`src/rtl/bba_pkg.sv`:
```
// ----------------------------------------------------------------------------
// bba_pkg: shared types and constants of the bitmap block allocator
// Request and result transaction types, codes and fixed widths.
// ----------------------------------------------------------------------------
package bba_pkg;

  // default sizes
  localparam int unsigned MAP_BITS_DEF       = 4096;
  localparam int unsigned SLOTS_PER_FILE_DEF = 16;

  // bitmap word width and fixed index widths
  localparam int unsigned WORD_W = 32;
  localparam int unsigned BIT_W  = 5;   // log2 of WORD_W
  localparam int unsigned IDX_W  = 16;  // block index, MAP_BITS up to 65536
  localparam int unsigned LIM_W  = 17;  // effective count, up to 65536

  // request kinds
  typedef enum logic [1:0] {
    OP_ALLOC = 2'd0,
    OP_FREE  = 2'd1,
    OP_MARK  = 2'd2,
    OP_NONE  = 2'd3
  } op_e;

  // result status codes
  typedef enum logic [1:0] {
    STATUS_OK      = 2'd0,
    STATUS_INVALID = 2'd1,
    STATUS_NOSPACE = 2'd2,
    STATUS_BADBLK  = 2'd3
  } status_e;

  // configuration register indexes
  typedef enum logic {
    CFG_REGION_START     = 1'b0,
    CFG_DATA_BLOCK_COUNT = 1'b1
  } cfg_idx_e;

  // command kinds between front and back
  typedef enum logic [1:0] {
    CMD_REPLY = 2'd0,
    CMD_ALLOC = 2'd1,
    CMD_SET   = 2'd2,
    CMD_SPARE = 2'd3
  } cmd_kind_e;

  typedef struct packed {
    logic [1:0]  op;
    logic [4:0]  block_count;
    logic [4:0]  used_slots;
    logic [31:0] block_number;
  } in_item_t;

  typedef struct packed {
    logic [1:0]  status;
    logic [31:0] block_out;
    logic        block_valid;
    logic        last;
  } out_item_t;

  // classified request queued for the back end
  typedef struct packed {
    cmd_kind_e        kind;
    status_e          status;
    logic [4:0]       cnt;
    logic [IDX_W-1:0] idx;
    logic             set_val;
  } cmd_t;

endpackage

```
`src/rtl/bba_front.sv`:
```
// ----------------------------------------------------------------------------
// bba_front: request intake and classification
// Checks limits and ranges and queues a command for the back end.
// ----------------------------------------------------------------------------
module bba_front #(
  parameter int unsigned SLOTS_PER_FILE = bba_pkg::SLOTS_PER_FILE_DEF
) (
  input  logic                     clk_i,
  input  logic                     rst_ni,
  input  logic                     in_valid_i,
  output logic                     in_stall_o,
  input  bba_pkg::in_item_t        in_data_i,
  input  logic [31:0]              region_start_i,
  input  logic [bba_pkg::LIM_W-1:0] lim_i,
  output logic                     cmd_valid_o,
  output bba_pkg::cmd_t            cmd_o,
  input  logic                     cmd_pop_i
);
  import bba_pkg::*;

  cmd_t        cmd_new;
  logic [31:0] diff;
  logic        in_range;
  logic [5:0]  slot_sum;
  logic        push;

  // two-entry command queue
  cmd_t       q_mem_q [2];
  logic       wr_ptr_q, rd_ptr_q;
  logic [1:0] count_q, count_d;

  // classification
  always_comb begin
    diff     = in_data_i.block_number - region_start_i;
    in_range = (in_data_i.block_number >= region_start_i) && (diff < 32'(lim_i));
    slot_sum = 6'(in_data_i.used_slots) + 6'(in_data_i.block_count);
    cmd_new         = '0;
    cmd_new.kind    = CMD_REPLY;
    cmd_new.status  = STATUS_OK;
    cmd_new.cnt     = in_data_i.block_count;
    cmd_new.idx     = diff[IDX_W-1:0];
    unique case (op_e'(in_data_i.op))
      OP_ALLOC: begin
        if (in_data_i.block_count == 5'd0) begin
          cmd_new.kind = CMD_REPLY;
        end else if (32'(slot_sum) > SLOTS_PER_FILE) begin
          cmd_new.status = STATUS_NOSPACE;
        end else begin
          cmd_new.kind = CMD_ALLOC;
        end
      end
      OP_FREE: begin
        if (in_range) cmd_new.kind = CMD_SET;
        else cmd_new.status = STATUS_BADBLK;
        cmd_new.set_val = 1'b0;
      end
      OP_MARK: begin
        if (in_range) cmd_new.kind = CMD_SET;
        else cmd_new.status = STATUS_INVALID;
        cmd_new.set_val = 1'b1;
      end
      default: begin
        cmd_new.status = STATUS_INVALID;
      end
    endcase
  end

  assign in_stall_o  = (count_q == 2'd2);
  assign push        = in_valid_i && !in_stall_o;
  assign cmd_valid_o = (count_q != 2'd0);
  assign cmd_o       = q_mem_q[rd_ptr_q];

  always_comb begin
    count_d = count_q;
    if (push && !cmd_pop_i) count_d = count_q + 2'd1;
    else if (!push && cmd_pop_i) count_d = count_q - 2'd1;
  end

  // queue pointers
  always_ff @(posedge clk_i or negedge rst_ni) begin
    if (!rst_ni) begin
      wr_ptr_q <= 1'b0;
      rd_ptr_q <= 1'b0;
      count_q  <= 2'd0;
    end else begin
      count_q <= count_d;
      if (push) wr_ptr_q <= !wr_ptr_q;
      if (cmd_pop_i) rd_ptr_q <= !rd_ptr_q;
    end
  end

  // queue storage
  always_ff @(posedge clk_i) begin
    if (push) q_mem_q[wr_ptr_q] <= cmd_new;
  end

endmodule

```
`config.mk`:
```
export PLATFORM = sky130hd
export DESIGN_NAME = bba_front
export DESIGN_NICKNAME = d
export VERILOG_FILES = /design/src/rtl/bba_pkg.sv /design/src/rtl/bba_front.sv
export SDC_FILE = /design/constraint.sdc
export NUM_CORES = 1
export LEC_CHECK = 0
export BUFFER_PORTS_ARGS = -buffer_cell sky130_fd_sc_hd__buf_2
export CAP_MARGIN = 20
export CORE_UTILIZATION = 40
export CTS_CLUSTER_DIAMETER = 30
export DETAILED_ROUTE_END_ITERATION = 6
export GPL_ROUTABILITY_DRIVEN = 0
export GPL_TIMING_DRIVEN = 0
export PLACE_DENSITY_LB_ADDON = 0.05
export RECOVER_POWER = 50
export REMOVE_ABC_BUFFERS = 1
export SYNTH_ARGS = -nofsm -noshare
export SYNTH_HDL_FRONTEND = slang
export SYNTH_SLANG_ARGS = --single-unit
```
`constraint.sdc`:
```
create_clock -name clk_i -period 2.4 [get_ports clk_i]
set_clock_uncertainty 0.1 [all_clocks]
set_input_delay 0.36 -clock clk_i [delete_from_list [all_inputs] [get_ports clk_i]]
set_output_delay 0.36 -clock clk_i [all_outputs]
set_load 0.01 [all_outputs]
```
==> flow_metrics.env, run 1 <==
export IMPL_io_buffers=124
export IMPL_syn_area_um2=5062
export IMPL_met3_length_um=474
export IMPL_layout_nets=853
export IMPL_rrSetupSlack_ns=0.48
export IMPL_ys_ff_latch=56
export IMPL_crit_path_end_kind="flop"
export IMPL_min_path_type="in2reg"
export IMPL_crit_end="q_mem_q[1][23]"
export IMPL_cts_buffer_depth=2
export IMPL_die_x_um=114.5
export IMPL_clock_latency_ns=0.29
export IMPL_fp_dieH_um=114.5
export IMPL_cts_tree="done"
export IMPL_dieArea_um2=13110
export IMPL_timing_max_cap_violations=0
export IMPL_powerDensity_nw_per_um2=678.1
export IMPL_num_vias=4557
export IMPL_violations="negative setup slack"
export IMPL_fin_ws_ns=-1.386
export IMPL_critical_path_arrival_ns=3.70
export IMPL_h_tree_depth=2
export IMPL_detail_route_antenna_nets=0
export IMPL_routed_top_layer="met4"
export IMPL_ios=125
export IMPL_tightest_slew_ns=0.7541
export IMPL_drc=0
export IMPL_grtUsageTotal=0.2014
export IMPL_critPathLaunchType="primary input"
export IMPL_synth_top_cell_by_area="edfxtp_1"
export IMPL_fin_util=0.5561
export IMPL_wl_per_cell_um=15.08
export IMPL_vias_per_cell=5.262
export IMPL_clk_pin_slew_ns=0.07
export IMPL_yosys_cell_types_count=68
export IMPL_critPathKind="in2reg"
export IMPL_hold_ws_ns=0.1681
export IMPL_r2r_end="q_mem_q[0][15]"
export IMPL_min_period_ns=3.786
export IMPL_maxSlewViolCount=0
export IMPL_antenna_found_initial=1
export IMPL_setup_tns_ns=-8.170
export IMPL_grt_start_max_net_pins=19
export IMPL_grt_first_pass_wirelength_um=20840
export IMPL_rows=40
export IMPL_coreArea_um2=12160
export IMPL_worstPathMaxFanout=5
export IMPL_status="finished, violations left"
export IMPL_crit_reg2reg_launch="count_q[0]"
export IMPL_drtIter0Drc=194
export IMPL_setup_violations=6
export IMPL_synth_top_area_share=0.3085
export IMPL_syn_inst=549
export IMPL_grt_pass1_vias=4341
export IMPL_seq_area_frac_synth=0.3282
export IMPL_yosys_warnings=0
export IMPL_start_util=0.4163
export IMPL_timing_final_crit_share=1.577
export IMPL_dpl_hpwl_um=10090
export IMPL_wl_met2_um=6257
export IMPL_grt_overflow=0
export IMPL_rsz0062_at_grt="true"
export IMPL_r2r_cells=4
export IMPL_async_flop_share=0.07143
export IMPL_num_fill_cells=1123
export IMPL_synth_area_top_cells="edfxtp_1 31%, ha_1 14%, mux2_2 6.0%, inv_1 5.1%, a21oi_1 4.3%"
export IMPL_drt_total_wl_um=13060
export IMPL_drive_gt1_frac=0.3673
export IMPL_avgSynthCellArea_um2=9.221
export IMPL_synthFlopType="edfxtp_1"
export IMPL_syn_to_final_growth_pct=33.59
export IMPL_worstPathRequired_ns=2.31
export IMPL_power_leakage_nw=2.994
export IMPL_final_cells=866
export IMPL_synth_edff_count=52
export IMPL_crit_start="region_start_i[8]"
export IMPL_drt_first_pass_iters=5
export IMPL_wl_met1_um=6056
export IMPL_slew_headroom=0.4967
export IMPL_clock_sinks=56
export IMPL_hold_viol=0
export IMPL_cts_buffers_inserted=5
export IMPL_root_buffer="clkbuf_16"
export IMPL_peakVddDrop_uv=360.9
export IMPL_fmax_mhz=264.2
export IMPL_placed_cells_incl_taps=830
[timing repair]
item                                    CTS  global route
buffers inserted                         14            12
hold buffers                              1             0
endpoints found under the hold margin     4             0
endpoints found under the setup margin   14             6
resized for setup                        72            20
pin swaps                                28            27
[worst max-delay path, stage by stage]
cell	delay, ns
buf_6	0.10
inv_4	0.05
ha_4	0.21
a21oi_2	0.15
o21ai_2	0.11
and2_1	0.18
or3_1	0.36
a21oi_2	0.18
xnor2_2	0.11
ha_1	0.33
a21oi_2	0.16
o21ai_2	0.09
a221oi_2	0.23
nand4b_1	0.14
a2111oi_2	0.35
nand4b_1	0.14
and4b_1	0.32
a311oi_2	0.14
[cell type report]
type / instances / area, µm² / area share
Multi-Input combinational cell: 410 / 3508 / 0.5188
Timing Repair Buffer: 154 / 940.9 / 0.1391
Antenna cell: 1 / 2.502 / 0.0003700
Sequential cell: 56 / 1662 / 0.2457
Clock inverter: 2 / 33.78 / 0.004995
Tap cell: 168 / 210.2 / 0.03108
Inverter: 69 / 266.5 / 0.03941
Clock buffer: 6 / 138.9 / 0.02054
[cells in the mapped netlist (all sizes together), types with 3 or more instances]
cell type,count
o21ai,25
dfrtp,4
mux2,27
nor3b,4
a21oi,49
nor4,6
o211ai,6
a21o,12
buf,7
nor3,10
ha,58
o21a,10
clkbuf,7
xnor2,18
o31ai,3
edfxtp,52
nor2,29
nand2,47
or3,5
and3,4
nand4,11
o22ai,3
nand2b,6
mux2i,3
inv,69
nand3,10
nor2b,7
a21boi,3
a31oi,5
xor2,12
[flip-flops by register name, summed over array words and instances, names as in the netlist]
signal,flops
wr_ptr_q,1
rd_ptr_q,1
count_q,2
q_mem_q,52
[per-stage QoR]
| step | total power [mW] | instance area (µm²) | worst slack (ns) |
|---|---|---|---|
| after floorplan | 2.762 | 4989 | -1.908 |
| after global placement | 3.359 | 5819 | -2.504 |
| after detailed placement | 3.515 | 5904 | -2.535 |
| after CTS | 4.512 | 6560 | -1.321 |
| after global routing | 4.890 | 6763 | -1.602 |
| final | 4.586 | 6763 | -1.386 |
[layer usage]
metal  GRT usage  vias up
li1            -     2287
met1      0.2666     2125
met2      0.3475      121
met3     0.01641       24
met4     0.06580        0
met5           0        -
[how the worst min path moves through the flow]
stage | start | to | depth (start not counted)
after detailed placement | rst_ni | rd_ptr_q | 1
after global routing | cmd_pop_i | rd_ptr_q | 2
final | cmd_pop_i | rd_ptr_q | 2
after global placement | rst_ni | rd_ptr_q | 1
after CTS | cmd_pop_i | rd_ptr_q | 2
after floorplan | rst_ni | count_q[0] | 0
[where the power goes]
| part | leakage (nW) | internal (mW) | switching [mW] |
|---|---|---|---|
| clock network | 0.0845 | 0.517 | 0.310 |
| registers | 0.531 | 1.39 | 0.108 |
| logic | 2.38 | 1.09 | 1.18 |
| total | 2.99 | 2.99 | 1.59 |
[cells in the final DEF, fill, tap and decap left out, types with 16 or more instances in the layout]
cell      count
a21oi_1      33
buf_2       111
buf_4        26
edfxtp_1     52
ha_1         44
inv_1        64
mux2_2       27
nand2_1      47
nor2_1       26
o21ai_0      16
[kinds of logic after synthesis]
logic type | count (synthesis) | synth area share
mux | 30 | 0.06599
flops | 56 | 0.3282
buf+inv | 83 | 0.06574
xor+xnor | 30 | 0.05190
simple gates | 152 | 0.1557
fa+ha+maj | 60 | 0.1513
compound gates | 138 | 0.1812
(Power assumes the default switching activity.)
==> inputs of run 2 (changes only) <==
--- a/config.mk
+++ b/config.mk
@@ -7,8 +7,9 @@
 export LEC_CHECK = 0
 export BUFFER_PORTS_ARGS = -buffer_cell sky130_fd_sc_hd__buf_2
 export CAP_MARGIN = 20
-export CORE_UTILIZATION = 40
+export CORE_UTILIZATION = 55
 export CTS_CLUSTER_DIAMETER = 30
+export CTS_CLUSTER_SIZE = 25
 export DETAILED_ROUTE_END_ITERATION = 6
 export GPL_ROUTABILITY_DRIVEN = 0
 export GPL_TIMING_DRIVEN = 0
==> flow_metrics.env, run 2 (synthesis gave the netlist of run 1 again) <==
export IMPL_drtIter0Drc=169
export IMPL_cp_top_family="compound AO/OA/AOI/OAI gates"
export IMPL_crit_buf_inv=3
export IMPL_multi_input_area_um2=3395
export IMPL_cp_slowest_stage_delay_ns=0.32
export IMPL_cts_buffer_depth=2
export IMPL_power_leakage_nw=2.876
export IMPL_root_buffer="clkbuf_8"
export IMPL_crit_top_cell="a21oi_2"
export IMPL_grt_first_pass_wirelength_um=19780
export IMPL_fin_ws_ns=-1.399
export IMPL_vias_per_cell=5.709
export IMPL_setup_tns_ns=-8.249
export IMPL_cp_slowest_cell="and4b_1"
export IMPL_timing_max_cap_violations=0
export IMPL_violations="design-rule violations, negative setup slack"
export IMPL_largest_reg_flops=52
export IMPL_die_x_um=97.94
export IMPL_rows=34
export IMPL_holdPathStages=2
export IMPL_num_vias=4539
export IMPL_diodes=0
export IMPL_r2r_cells=4
export IMPL_h_tree_depth=2
export IMPL_coreArea_um2=8806
export IMPL_drt_first_pass_iters=7
export IMPL_path_cells="buf_2 -> inv_1 -> ha_4 -> a21oi_2 -> a21boi_0 -> o21ai_2 -> nand2_1 -> a21oi_2 -> o21ai_1 -> xor2_1 -> ha_2 -> a21o_1 -> a21oi_2 -> nor2b_1 -> o21ai_1 -> buf_4 -> nand4b_1 -> a2111oi_2 -> nand4b_1 -> and4b_1 -> a311oi_2"
export IMPL_dpl_hpwl_um=9350
export IMPL_grt_overflow=0
export IMPL_antenna_found_initial=0
export IMPL_crit_path_end_kind="flop"
export IMPL_detail_route_antenna_nets=0
export IMPL_fp_dieH_um=97.94
export IMPL_timing_final_crit_share=1.583
export IMPL_worstSetupPathDepth=21
export IMPL_status="finished, violations left"
export IMPL_critPathLaunchType="primary input"
export IMPL_tightest_slew_ns=0.7190
export IMPL_peakVddDrop_uv=530.1
export IMPL_setup_violations=6
export IMPL_reg_top3="q_mem_q: 52 flops, count_q: 2 flops"
export IMPL_io_buffers=124
export IMPL_hold_ws_ns=0.1624
export IMPL_fmax_mhz=263.3
export IMPL_powerDensity_nw_per_um2=644.2
export IMPL_grtUsageTotal=0.2532
export IMPL_hold_viol=0
export IMPL_critical_path_arrival_ns=3.73
export IMPL_worstPathRequired_ns=2.33
export IMPL_syn_to_final_growth_pct=25.56
export IMPL_rsz0062_at_grt="true"
export IMPL_clock_sinks=56
export IMPL_num_fill_cells=664
export IMPL_wl_per_cell_um=15.20
export IMPL_postPlaceCellArea_um2=5802
export IMPL_drive_gt1_frac=0.3421
export IMPL_final_common_cell="buf_2"
export IMPL_dieArea_um2=9592
export IMPL_slew_headroom=0.5202
export IMPL_final_area_um2=6356
export IMPL_drt_total_wl_um=12090
export IMPL_maxSlewViolCount=0
export IMPL_min_path_type="in2reg"
export IMPL_ios=125
export IMPL_worstPathMaxFanout=5
export IMPL_grt_start_max_net_pins=28
export IMPL_start_util=0.5749
export IMPL_cts_buffers_inserted=5
export IMPL_critPathKind="in2reg"
export IMPL_regArea_um2=1663
export IMPL_top_register="q_mem_q"
export IMPL_grt_pass1_vias=4330
export IMPL_drc=7
export IMPL_cts_tree="done"
export IMPL_clock_latency_ns=0.30
export IMPL_final_cell_mix="115 x buf_2, 66 x inv_1, 52 x edfxtp_1"
export IMPL_min_period_ns=3.799
export IMPL_layout_nets=843
export IMPL_clk_pin_slew_ns=0.09
## run 2: changes by cell type in the layout (fill, tap and decap cells not counted), moves of 4 or more
cell       change
buf_4          -9
clkbuf_16      -5
buf_2          +4
buf_6          -4
clkbuf_8       +4
ha_4           -4
## run 2: worst paths after layout
| path | slack (ns) | startpoint | end |
|---|---|---|---|
| min in group asynchronous | 0.32 | rst_ni | wr_ptr_q |
| max in group asynchronous | 1.68 | rst_ni | rd_ptr_q |
| min | 0.16 | cmd_pop_i | rd_ptr_q |
| max reg2reg | 0.48 | count_q[0] | q_mem_q[0][6] |
| max | -1.40 | region_start_i[7] | q_mem_q[0][23] |
| min reg2reg | 0.40 | count_q[1] | count_q[1] |
## run 2: cell type report
cell class                 count  area share
clock buffer                   7     0.01201
timing repair buffer         144      0.1291
sequential                    56      0.2616
multi-input combinational    410      0.5341
inverter                      69     0.04114
clock inverter                 1   0.0007874
tap                          108     0.02126
## run 2: routing by layer
metal	vias up	track usage	part of all wire
met3	14	0.01432	0.048
met5	-	0	0
met2	150	0.4534	0.50
li1	2262	-	-
met1	2113	0.3352	0.44
met4	0	0.06061	0.011
## run 2: per-stage QoR
step	worst slack, ns	instances	power, mW	utilization
finish	-1.399	795	4.094	0.7218
global route	-1.623	795	4.341	0.7218
CTS	-1.270	790	4.058	0.7136
detailed placement	-2.498	769	3.440	0.6589
global placement	-2.441	767	3.308	0.6523
floorplan	-1.908	535	2.762	-
## run 2: report_power, final
part           internal, mW  total [mW]  switching, mW  leakage (nW)
combinational         0.994        2.07           1.08          2.30
clock                 0.205       0.474          0.269        0.0422
sequential             1.39        1.55          0.161         0.530
total                  2.59        4.09           1.51          2.88
## run 2: repair_timing
action / CTS / global route
resized for setup: 58 / 9
endpoints found under the hold margin: 4 / 0
setup buffers: 13 / 5
hold buffers: 1 / 0
endpoints found under the setup margin: 36 / 8
pin swaps: 17 / 4
